<file path="config.mk">
export PLATFORM = sky130hd
export DESIGN_NAME = cost_balanced_task_packer_core
export DESIGN_NICKNAME = d
export VERILOG_FILES = /design/src/hdl/ctp_pkg.sv /design/src/hdl/ctp_datapath.sv /design/src/hdl/ctp_controller.sv /design/src/hdl/cost_balanced_task_packer_core.sv
export SDC_FILE = /design/constraint.sdc
export NUM_CORES = 1
export LEC_CHECK = 0
export BUFFER_PORTS_ARGS = -buffer_cell sky130_fd_sc_hd__buf_2
export CORE_UTILIZATION = 55
export DETAILED_ROUTE_END_ITERATION = 8
export GPL_ROUTABILITY_DRIVEN = 1
export HOLD_SLACK_MARGIN = 0.12
export PLACE_DENSITY = 0.76
export SYNTH_ARGS = -nofsm -noshare
export SYNTH_HDL_FRONTEND = slang
export SYNTH_HIERARCHICAL = 1
export SYNTH_SLANG_ARGS = --single-unit
</file>
<file path="constraint.sdc">
create_clock -name clk -period 12.3 [get_ports clk]
set_input_delay 2.46 -clock clk [delete_from_list [all_inputs] [get_ports clk]]
set_output_delay 2.46 -clock clk [all_outputs]
set_load 0.02 [all_outputs]
</file>
<file path="src/hdl/ctp_pkg.sv">
// Shared types and constants for the cost-balanced task packer.
// Used by the controller, the datapath and the top level; no dependencies.
package ctp_pkg;

	localparam int unsigned MAX_CHUNKS = 31;

	localparam logic CMD_ADD   = 1'b0;
	localparam logic CMD_FLUSH = 1'b1;

	localparam logic [1:0] KIND_ITEM   = 2'd0;
	localparam logic [1:0] KIND_CLOSE  = 2'd1;
	localparam logic [1:0] KIND_REJECT = 2'd2;

	localparam logic        REG_CHUNK_COST   = 1'b0;
	localparam logic [31:0] CHUNK_COST_RESET = 32'd1024;

	typedef struct packed {
		logic               command;
		logic [1:0]         channel;
		logic [30:0]        group_id;
		logic signed [31:0] partner_group;
		logic [31:0]        group_size;
	} entry_t;

	typedef struct packed {
		logic [1:0]         kind;
		logic [1:0]         out_channel;
		logic [30:0]        out_group;
		logic signed [31:0] out_partner;
		logic [31:0]        row_start;
		logic [31:0]        row_end;
		logic [31:0]        task_index;
		logic [33:0]        task_cost;
		logic [47:0]        rows_total;
		logic               is_last;
	} result_t;

	typedef enum logic [1:0] {
		OP_NONE,
		OP_ITEM,
		OP_CLOSE,
		OP_REJECT
	} emit_op_t;

	typedef struct packed {
		logic     latch;
		logic     chunk;
		emit_op_t op;
		logic     last;
	} ctl_cmd_t;

	typedef struct packed {
		logic is_flush;
		logic size_zero;
		logic reject;
		logic open_nonempty;
		logic final_chunk;
		logic need_pre;
		logic need_post;
		logic slot_free;
	} dp_status_t;

endpackage

</file>
<file path="src/hdl/ctp_datapath.sv">
// Datapath of the task packer: entry registers, chunk stage, task state and
// the output register. Depends on ctp_pkg; driven by ctp_controller.
module ctp_datapath (
	input  logic                clk,
	input  logic                arst_n,
	input  logic [31:0]         chunk_cost,
	input  ctp_pkg::entry_t     entry,
	input  ctp_pkg::ctl_cmd_t   cmd,
	output ctp_pkg::dp_status_t status,
	output logic                result_valid,
	input  logic                result_ready,
	output ctp_pkg::result_t    result
);
	import ctp_pkg::*;

	entry_t      entry_q;
	logic [31:0] start_q;
	logic [31:0] cost_s1;
	logic [31:0] end_s1;
	logic        final_s1;
	logic [33:0] open_cost_q;
	logic        open_nonempty_q;
	logic [31:0] task_counter_q;
	logic [47:0] cost_sum_q;
	result_t     result_q;
	logic        valid_q;

	logic [31:0] remaining;
	logic        rem_fits;
	logic [36:0] max_rows;
	logic [34:0] open_sum;
	logic [34:0] limit;
	result_t     next_result;

	assign remaining = entry_q.group_size - start_q;
	assign rem_fits  = remaining <= chunk_cost;
	// Largest group that still fits in MAX_CHUNKS row ranges.
	assign max_rows  = 37'(chunk_cost) * 37'(MAX_CHUNKS);
	assign open_sum  = {1'b0, open_cost_q} + {3'b0, cost_s1};
	assign limit     = {3'b0, chunk_cost} + {4'b0, chunk_cost[31:1]};

	always_comb begin
		status.is_flush      = entry_q.command == CMD_FLUSH;
		status.size_zero     = entry_q.group_size == 32'd0;
		status.reject        = {5'b0, entry_q.group_size} > max_rows;
		status.open_nonempty = open_nonempty_q;
		status.final_chunk   = final_s1;
		status.need_pre      = open_nonempty_q && (open_sum > limit);
		status.need_post     = open_sum >= {3'b0, chunk_cost};
		status.slot_free     = !valid_q || result_ready;
	end

	always_comb begin
		next_result            = '0;
		next_result.task_index = task_counter_q;
		next_result.rows_total = cost_sum_q;
		next_result.is_last    = cmd.last;
		case (cmd.op)
			OP_ITEM: begin
				next_result.kind        = KIND_ITEM;
				next_result.out_channel = entry_q.channel;
				next_result.out_group   = entry_q.group_id;
				next_result.out_partner = entry_q.partner_group;
				next_result.row_start   = start_q;
				next_result.row_end     = end_s1;
			end
			OP_CLOSE: begin
				next_result.kind      = KIND_CLOSE;
				next_result.task_cost = open_cost_q;
			end
			OP_REJECT: begin
				next_result.kind        = KIND_REJECT;
				next_result.out_channel = entry_q.channel;
				next_result.out_group   = entry_q.group_id;
				next_result.out_partner = entry_q.partner_group;
				next_result.row_end     = entry_q.group_size;
			end
			default: begin
				next_result.kind = KIND_ITEM;
			end
		endcase
	end

	// Entry and chunk registers carry payload only.
	always_ff @(posedge clk) begin
		if (cmd.latch) begin
			entry_q <= entry;
		end
		if (cmd.chunk) begin
			final_s1 <= rem_fits;
			cost_s1  <= rem_fits ? remaining : chunk_cost;
			end_s1   <= rem_fits ? entry_q.group_size : start_q + chunk_cost;
		end
		if (cmd.op != OP_NONE) begin
			result_q <= next_result;
		end
	end

	always_ff @(posedge clk or negedge arst_n) begin
		if (!arst_n) begin
			start_q         <= '0;
			open_cost_q     <= '0;
			open_nonempty_q <= 1'b0;
			task_counter_q  <= '0;
			cost_sum_q      <= '0;
			valid_q         <= 1'b0;
		end else begin
			if (cmd.latch) begin
				start_q <= '0;
			end
			// The running sum takes the range before any close ahead of it.
			if (cmd.chunk) begin
				cost_sum_q <= cost_sum_q + {16'b0, (rem_fits ? remaining : chunk_cost)};
			end
			case (cmd.op)
				OP_ITEM: begin
					open_cost_q     <= open_sum[33:0];
					open_nonempty_q <= 1'b1;
					start_q         <= end_s1;
				end
				OP_CLOSE: begin
					task_counter_q  <= task_counter_q + 32'd1;
					open_cost_q     <= '0;
					open_nonempty_q <= 1'b0;
				end
				default: begin
				end
			endcase
			if (cmd.op != OP_NONE) begin
				valid_q <= 1'b1;
			end else if (result_ready) begin
				valid_q <= 1'b0;
			end
		end
	end

	assign result_valid = valid_q;
	assign result       = result_q;

	a_empty_task_no_cost: assert property (@(posedge clk) disable iff (!arst_n)
		!open_nonempty_q |-> open_cost_q == 34'd0)
		else $error("empty task holds a nonzero cost");

	a_emit_into_free_slot: assert property (@(posedge clk) disable iff (!arst_n)
		cmd.op != OP_NONE |-> (!valid_q || result_ready))
		else $error("result overwrites an untaken transaction");

	a_result_held: assert property (@(posedge clk) disable iff (!arst_n)
		(valid_q && !result_ready) |=> (valid_q && $stable(result_q)))
		else $error("waiting result transaction dropped or changed");

endmodule

</file>
<file path="src/hdl/ctp_controller.sv">
// Sequencer of the task packer: walks each entry through check, chunk,
// close and emit steps. Depends on ctp_pkg; commands ctp_datapath.
module ctp_controller (
	input  logic                clk,
	input  logic                arst_n,
	input  logic                entry_valid,
	output logic                entry_ready,
	input  ctp_pkg::dp_status_t status,
	output ctp_pkg::ctl_cmd_t   cmd
);
	import ctp_pkg::*;

	typedef enum logic [2:0] {
		S_IDLE,
		S_CHECK,
		S_CHUNK,
		S_PRE,
		S_ITEM,
		S_POST,
		S_REJECT,
		S_FLUSH
	} state_t;

	state_t state_q;
	state_t state_nxt;

	always_comb begin
		state_nxt   = state_q;
		cmd         = '0;
		cmd.op      = OP_NONE;
		entry_ready = 1'b0;
		case (state_q)
			S_IDLE: begin
				entry_ready = 1'b1;
				if (entry_valid) begin
					cmd.latch = 1'b1;
					state_nxt = S_CHECK;
				end
			end
			S_CHECK: begin
				if (status.is_flush) begin
					state_nxt = status.open_nonempty ? S_FLUSH : S_IDLE;
				end else if (status.size_zero) begin
					state_nxt = S_IDLE;
				end else if (status.reject) begin
					state_nxt = S_REJECT;
				end else begin
					state_nxt = S_CHUNK;
				end
			end
			S_CHUNK: begin
				cmd.chunk = 1'b1;
				state_nxt = S_PRE;
			end
			S_PRE: begin
				if (!status.need_pre) begin
					state_nxt = S_ITEM;
				end else if (status.slot_free) begin
					cmd.op    = OP_CLOSE;
					state_nxt = S_ITEM;
				end
			end
			S_ITEM: begin
				if (status.slot_free) begin
					cmd.op   = OP_ITEM;
					cmd.last = status.final_chunk && !status.need_post;
					if (status.need_post) begin
						state_nxt = S_POST;
					end else begin
						state_nxt = status.final_chunk ? S_IDLE : S_CHUNK;
					end
				end
			end
			S_POST: begin
				if (status.slot_free) begin
					cmd.op    = OP_CLOSE;
					cmd.last  = status.final_chunk;
					state_nxt = status.final_chunk ? S_IDLE : S_CHUNK;
				end
			end
			S_REJECT: begin
				if (status.slot_free) begin
					cmd.op    = OP_REJECT;
					cmd.last  = 1'b1;
					state_nxt = S_IDLE;
				end
			end
			S_FLUSH: begin
				if (status.slot_free) begin
					cmd.op    = OP_CLOSE;
					cmd.last  = 1'b1;
					state_nxt = S_IDLE;
				end
			end
			default: begin
				state_nxt = S_IDLE;
			end
		endcase
	end

	always_ff @(posedge clk or negedge arst_n) begin
		if (!arst_n) begin
			state_q <= S_IDLE;
		end else begin
			state_q <= state_nxt;
		end
	end

	a_accept_goes_to_check: assert property (@(posedge clk) disable iff (!arst_n)
		(entry_valid && entry_ready) |=> state_q == S_CHECK)
		else $error("accepted entry not checked next");

	a_last_ends_entry: assert property (@(posedge clk) disable iff (!arst_n)
		(cmd.op != OP_NONE && cmd.last) |=> state_q == S_IDLE)
		else $error("work continues after the last result of an entry");

	a_chunk_then_pre: assert property (@(posedge clk) disable iff (!arst_n)
		cmd.chunk |=> state_q == S_PRE)
		else $error("chunk step not followed by the close check");

endmodule

</file>
<file path="src/hdl/cost_balanced_task_packer_core.sv">
// Top level of the cost-balanced task packer: register port, controller
// and datapath. Depends on ctp_pkg, ctp_controller and ctp_datapath.
//
//   port group    direction  handshake               payload
//   entry         in         entry_valid/ready       ctp_pkg::entry_t
//   result        out        result_valid/ready      ctp_pkg::result_t
//   register      in/out     psel/penable/pready     paddr, pwdata, prdata
//
// An entry is latched in S_IDLE and checked in S_CHECK; a zero-size entry or an empty flush ends there.
// Each row range then passes S_CHUNK, S_PRE (with a close ahead of it if needed) and
// S_ITEM, plus S_POST when the task closes after it.
// A flush close or a rejection is emitted from S_FLUSH or S_REJECT after the check.
// arst_n clears the task state and sets chunk_cost to 1024.
// A stalled result holds the sequencer at its next emit step; entries wait meanwhile.
module cost_balanced_task_packer_core (
	input  logic             clk,
	input  logic             arst_n,
	input  logic             entry_valid,
	output logic             entry_ready,
	input  ctp_pkg::entry_t  entry,
	output logic             result_valid,
	input  logic             result_ready,
	output ctp_pkg::result_t result,
	input  logic             psel,
	input  logic             penable,
	input  logic             pwrite,
	input  logic [2:0]       paddr,
	input  logic [31:0]      pwdata,
	output logic [31:0]      prdata,
	output logic             pready
);
	import ctp_pkg::*;

	logic        reg_index;
	logic [31:0] chunk_cost_q;
	ctl_cmd_t    cmd;
	dp_status_t  status;

	// Registers sit on 32-bit words, so the word index is the top address bit.
	assign reg_index = paddr[2];
	assign pready    = 1'b1;
	assign prdata    = (reg_index == REG_CHUNK_COST) ? chunk_cost_q : 32'd0;

	always_ff @(posedge clk or negedge arst_n) begin
		if (!arst_n) begin
			chunk_cost_q <= CHUNK_COST_RESET;
		end else if (psel && penable && pwrite && reg_index == REG_CHUNK_COST) begin
			chunk_cost_q <= pwdata;
		end
	end

	ctp_controller u_ctrl (
		.clk         (clk),
		.arst_n      (arst_n),
		.entry_valid (entry_valid),
		.entry_ready (entry_ready),
		.status      (status),
		.cmd         (cmd)
	);

	ctp_datapath u_dp (
		.clk          (clk),
		.arst_n       (arst_n),
		.chunk_cost   (chunk_cost_q),
		.entry        (entry),
		.cmd          (cmd),
		.status       (status),
		.result_valid (result_valid),
		.result_ready (result_ready),
		.result       (result)
	);

endmodule
</file>
==> results.tsv <==
metric	value	unit
Hold Path Cell Cnt	0	
Crit Path Class	reg2reg	
slew margin rel.	36.1	%
initial antenna violation count	1	
reg-to-reg critical path startpoint	u_dp/entry_q[1]$_DFFE_PP_	
status	completed	
endpoint class of the critical path	flop	
path depth of the worst reg2reg path	30	
Reg2Reg Capture Point	u_dp/cost_sum_q[43]$_DFFE_PN0P_	
CTS Buf Count	60	
Die Width	259	microns
design area	0.0414	sq mm
Total GRT Usage	26.5	%
Nets	4157	
dpl cells	4380	
Worst Path Required	12790	ps
drt wl/cell	20.1	microns
crit-path max FO	46	
Post-synth EDFFs	409	
GRT Residual Overflow	0	
Hold Fails Final Rpt	0	
Detailed Routing Iterations Pass 1	5	
pin count of the biggest net entering global routing	146	
clk buf depth	3	
number of global-route vias before repair	25200	
Slowest cell on crit path	edfxtp_1	
CTS Sinks	592	
Finished Layout Cells	4495	
Fin Setup TNS	0	ps
Via Count	26200	
r2r setup slk	3600	ps
CP Launch Type	flop	
leading cell type in the layout, fill and taps excluded	buf_2	
synth unique cells	95	
synth warn	6	
Worst Path Arrival	9180	ps
asr flop ratio synth	30.9	%
die area	0.0671	sq mm
Final Cycle Share	70.7	%
HP Start	u_dp/task_counter_q[30]$_DFFE_PN0N_	
Hold WC Path Type	reg2reg	
Via density	5.82	
first-pass GRT wire length	139000	microns
post-synthesis sequential area ratio	46.4	%
cell family with most CP delay	compound AO/OA/AOI/OAI gates	
starting density of the core	56.1	%
Hold Buf Count CTS	0	
DRC	0	
synth top area cells	edfxtp_1, dfrtp_1, ha_1, fa_1, xnor2_1	
CTS tree	built	
ANT nets after route	0	
commonest non-fill, non-tap cells in the layout	buf_2, edfxtp_1, ha_1	
# port buffers	417	
die height	259	microns
layout cells sized above 1	17.9	%
Placed Area	0.0394	sq mm
Post-Synthesis Cells	3159	
I/O Pins	421	
actual slew at the worst max-slew pin	959	ps
Max-Cap Viols	0	
syn_nets	3729	
ys flop type	edfxtp_1	
post-layout min period	8700	ps
Reg clk slew, reported paths	60	ps
RSZ-0062 raised after global routing	no	
HPWL Detailed	68200	microns
Slew Limit Fails	0	
Root Driver	clkbuf_16	
Core ar.	0.0648	sq mm
synthesized cell area	0.0363	sq mm
htree depth	2	
GP Congestion	0.938	
Post-Synthesis Mean Instance Area	11.5	sq um
CTS resizes	0	
Clock Skew	26.9	ps
clk_lat worst skew	630	ps
routed wire length	90400	microns
synthesized flop and latch total	592	
Setup-failing EPs final	0	
DRT iter0 DRCs	1964	
worst hold endpoint	u_dp/result[113]$_DFFE_PP_	
share of the synthesized area in the top cell type	33.8	%
Post-CTS Setup Inserts	0	
biggest area consumer among synthesized cells	edfxtp_1	
# rows	93	
WP buf/inv	2	
fmax	0.115	GHz
slowest cell delay on critical path	600	ps
Syn-to-layout area delta	14.0	%
[sequential cells by signal (all words and copies together) (netlist names)]
register	cells
u_dp/status	1
u_dp/entry_q	97
u_ctrl/state_q	3
u_dp/final_s1	1
u_dp/task_counter_q	32
u_dp/result	246
chunk_cost_q	32
u_dp/cost_s1	32
u_dp/end_s1	32
u_dp/result_valid	1
u_dp/open_cost_q	34
u_dp/open_nonempty_q	1
u_dp/start_q	32
u_dp/cost_sum_q	48
[worst max-delay path by stage]
stage	start	to	slack [ps]	depth (start not counted)
6_report	u_dp/entry_q[1]$_DFFE_PP_	u_dp/cost_sum_q[43]$_DFFE_PN0P_	3600	30
5_1_grt	chunk_cost_q[1]$_DFFE_PN0P_	u_dp/task_counter_q[28]$_DFFE_PN0N_	2830	30
4_1_cts	chunk_cost_q[1]$_DFFE_PN0P_	u_dp/task_counter_q[28]$_DFFE_PN0N_	3700	30
3_5_place_dp	chunk_cost_q[1]$_DFFE_PN0P_	u_dp/task_counter_q[28]$_DFFE_PN0N_	3780	30
3_3_place_gp	chunk_cost_q[1]$_DFFE_PN0P_	u_dp/task_counter_q[28]$_DFFE_PN0N_	3900	30
2_1_floorplan	chunk_cost_q[1]$_DFFE_PN0P_	u_dp/result[0]$_DFFE_PP_	1800	23
[Yosys cell counts (85+ instances only)]
cell	number
edfxtp_1	409
ha_1	336
a21oi_1	196
dfrtp_1	182
nand2_1	169
o21ai_0	158
inv_1	157
nor2_1	148
nor2b_1	134
xnor2_1	113
a21o_1	97
fa_1	94
a22o_1	87
xor2_1	85
[stage by stage]
stage / util, % / hold slack [ps] / worst slack [ps]
global placement: 60.8 / 432 / 3900
detailed placement: 60.8 / 441 / 3780
CTS: 63.9 / 460 / 3700
floorplan: - / 425 / 1800
global route: 63.9 / 475 / 2830
finish: 63.9 / 470 / 3600
[final cells by class]
class	count	area (sq um)
multi-input combinational	2333	18600
clock buffer	76	1610
sequential	592	16900
timing repair buffer	442	2300
antenna	1	2.50
fill	5091	23400
clock inverter	38	407
tap	855	1070
inverter	158	601
[layer usage]
layer  global-route usage, %  up-vias  wire length, microns
met4                    7.92        0                  2550
li1                        -    12600                     -
met3                    3.24      147                  4690
met2                    45.7      737                 44800
met5                       0        -                     0
met1                    35.0    12700                 38400
[cell families (layout without fill, tap and decap cells)]
family / Yosys count / in the layout / synth area share, %
AO/OA/AOI/OAI: 824 / 824 / 15.3
AND/OR/NAND/NOR: 809 / 809 / 11.7
flip-flops: 592 / 592 / 46.4
adder cells (fa/ha/maj): 430 / 430 / 16.8
buffers and inverters: 234 / 714 / 2.55
XOR/XNOR: 198 / 198 / 4.77
multiplexers: 71 / 71 / 2.49
other: 1 / 2 / 0.0103
Power is left out: the tool's default activity adds up to more than one toggle a clock period on the data nets, which glitch-free logic cannot reach.
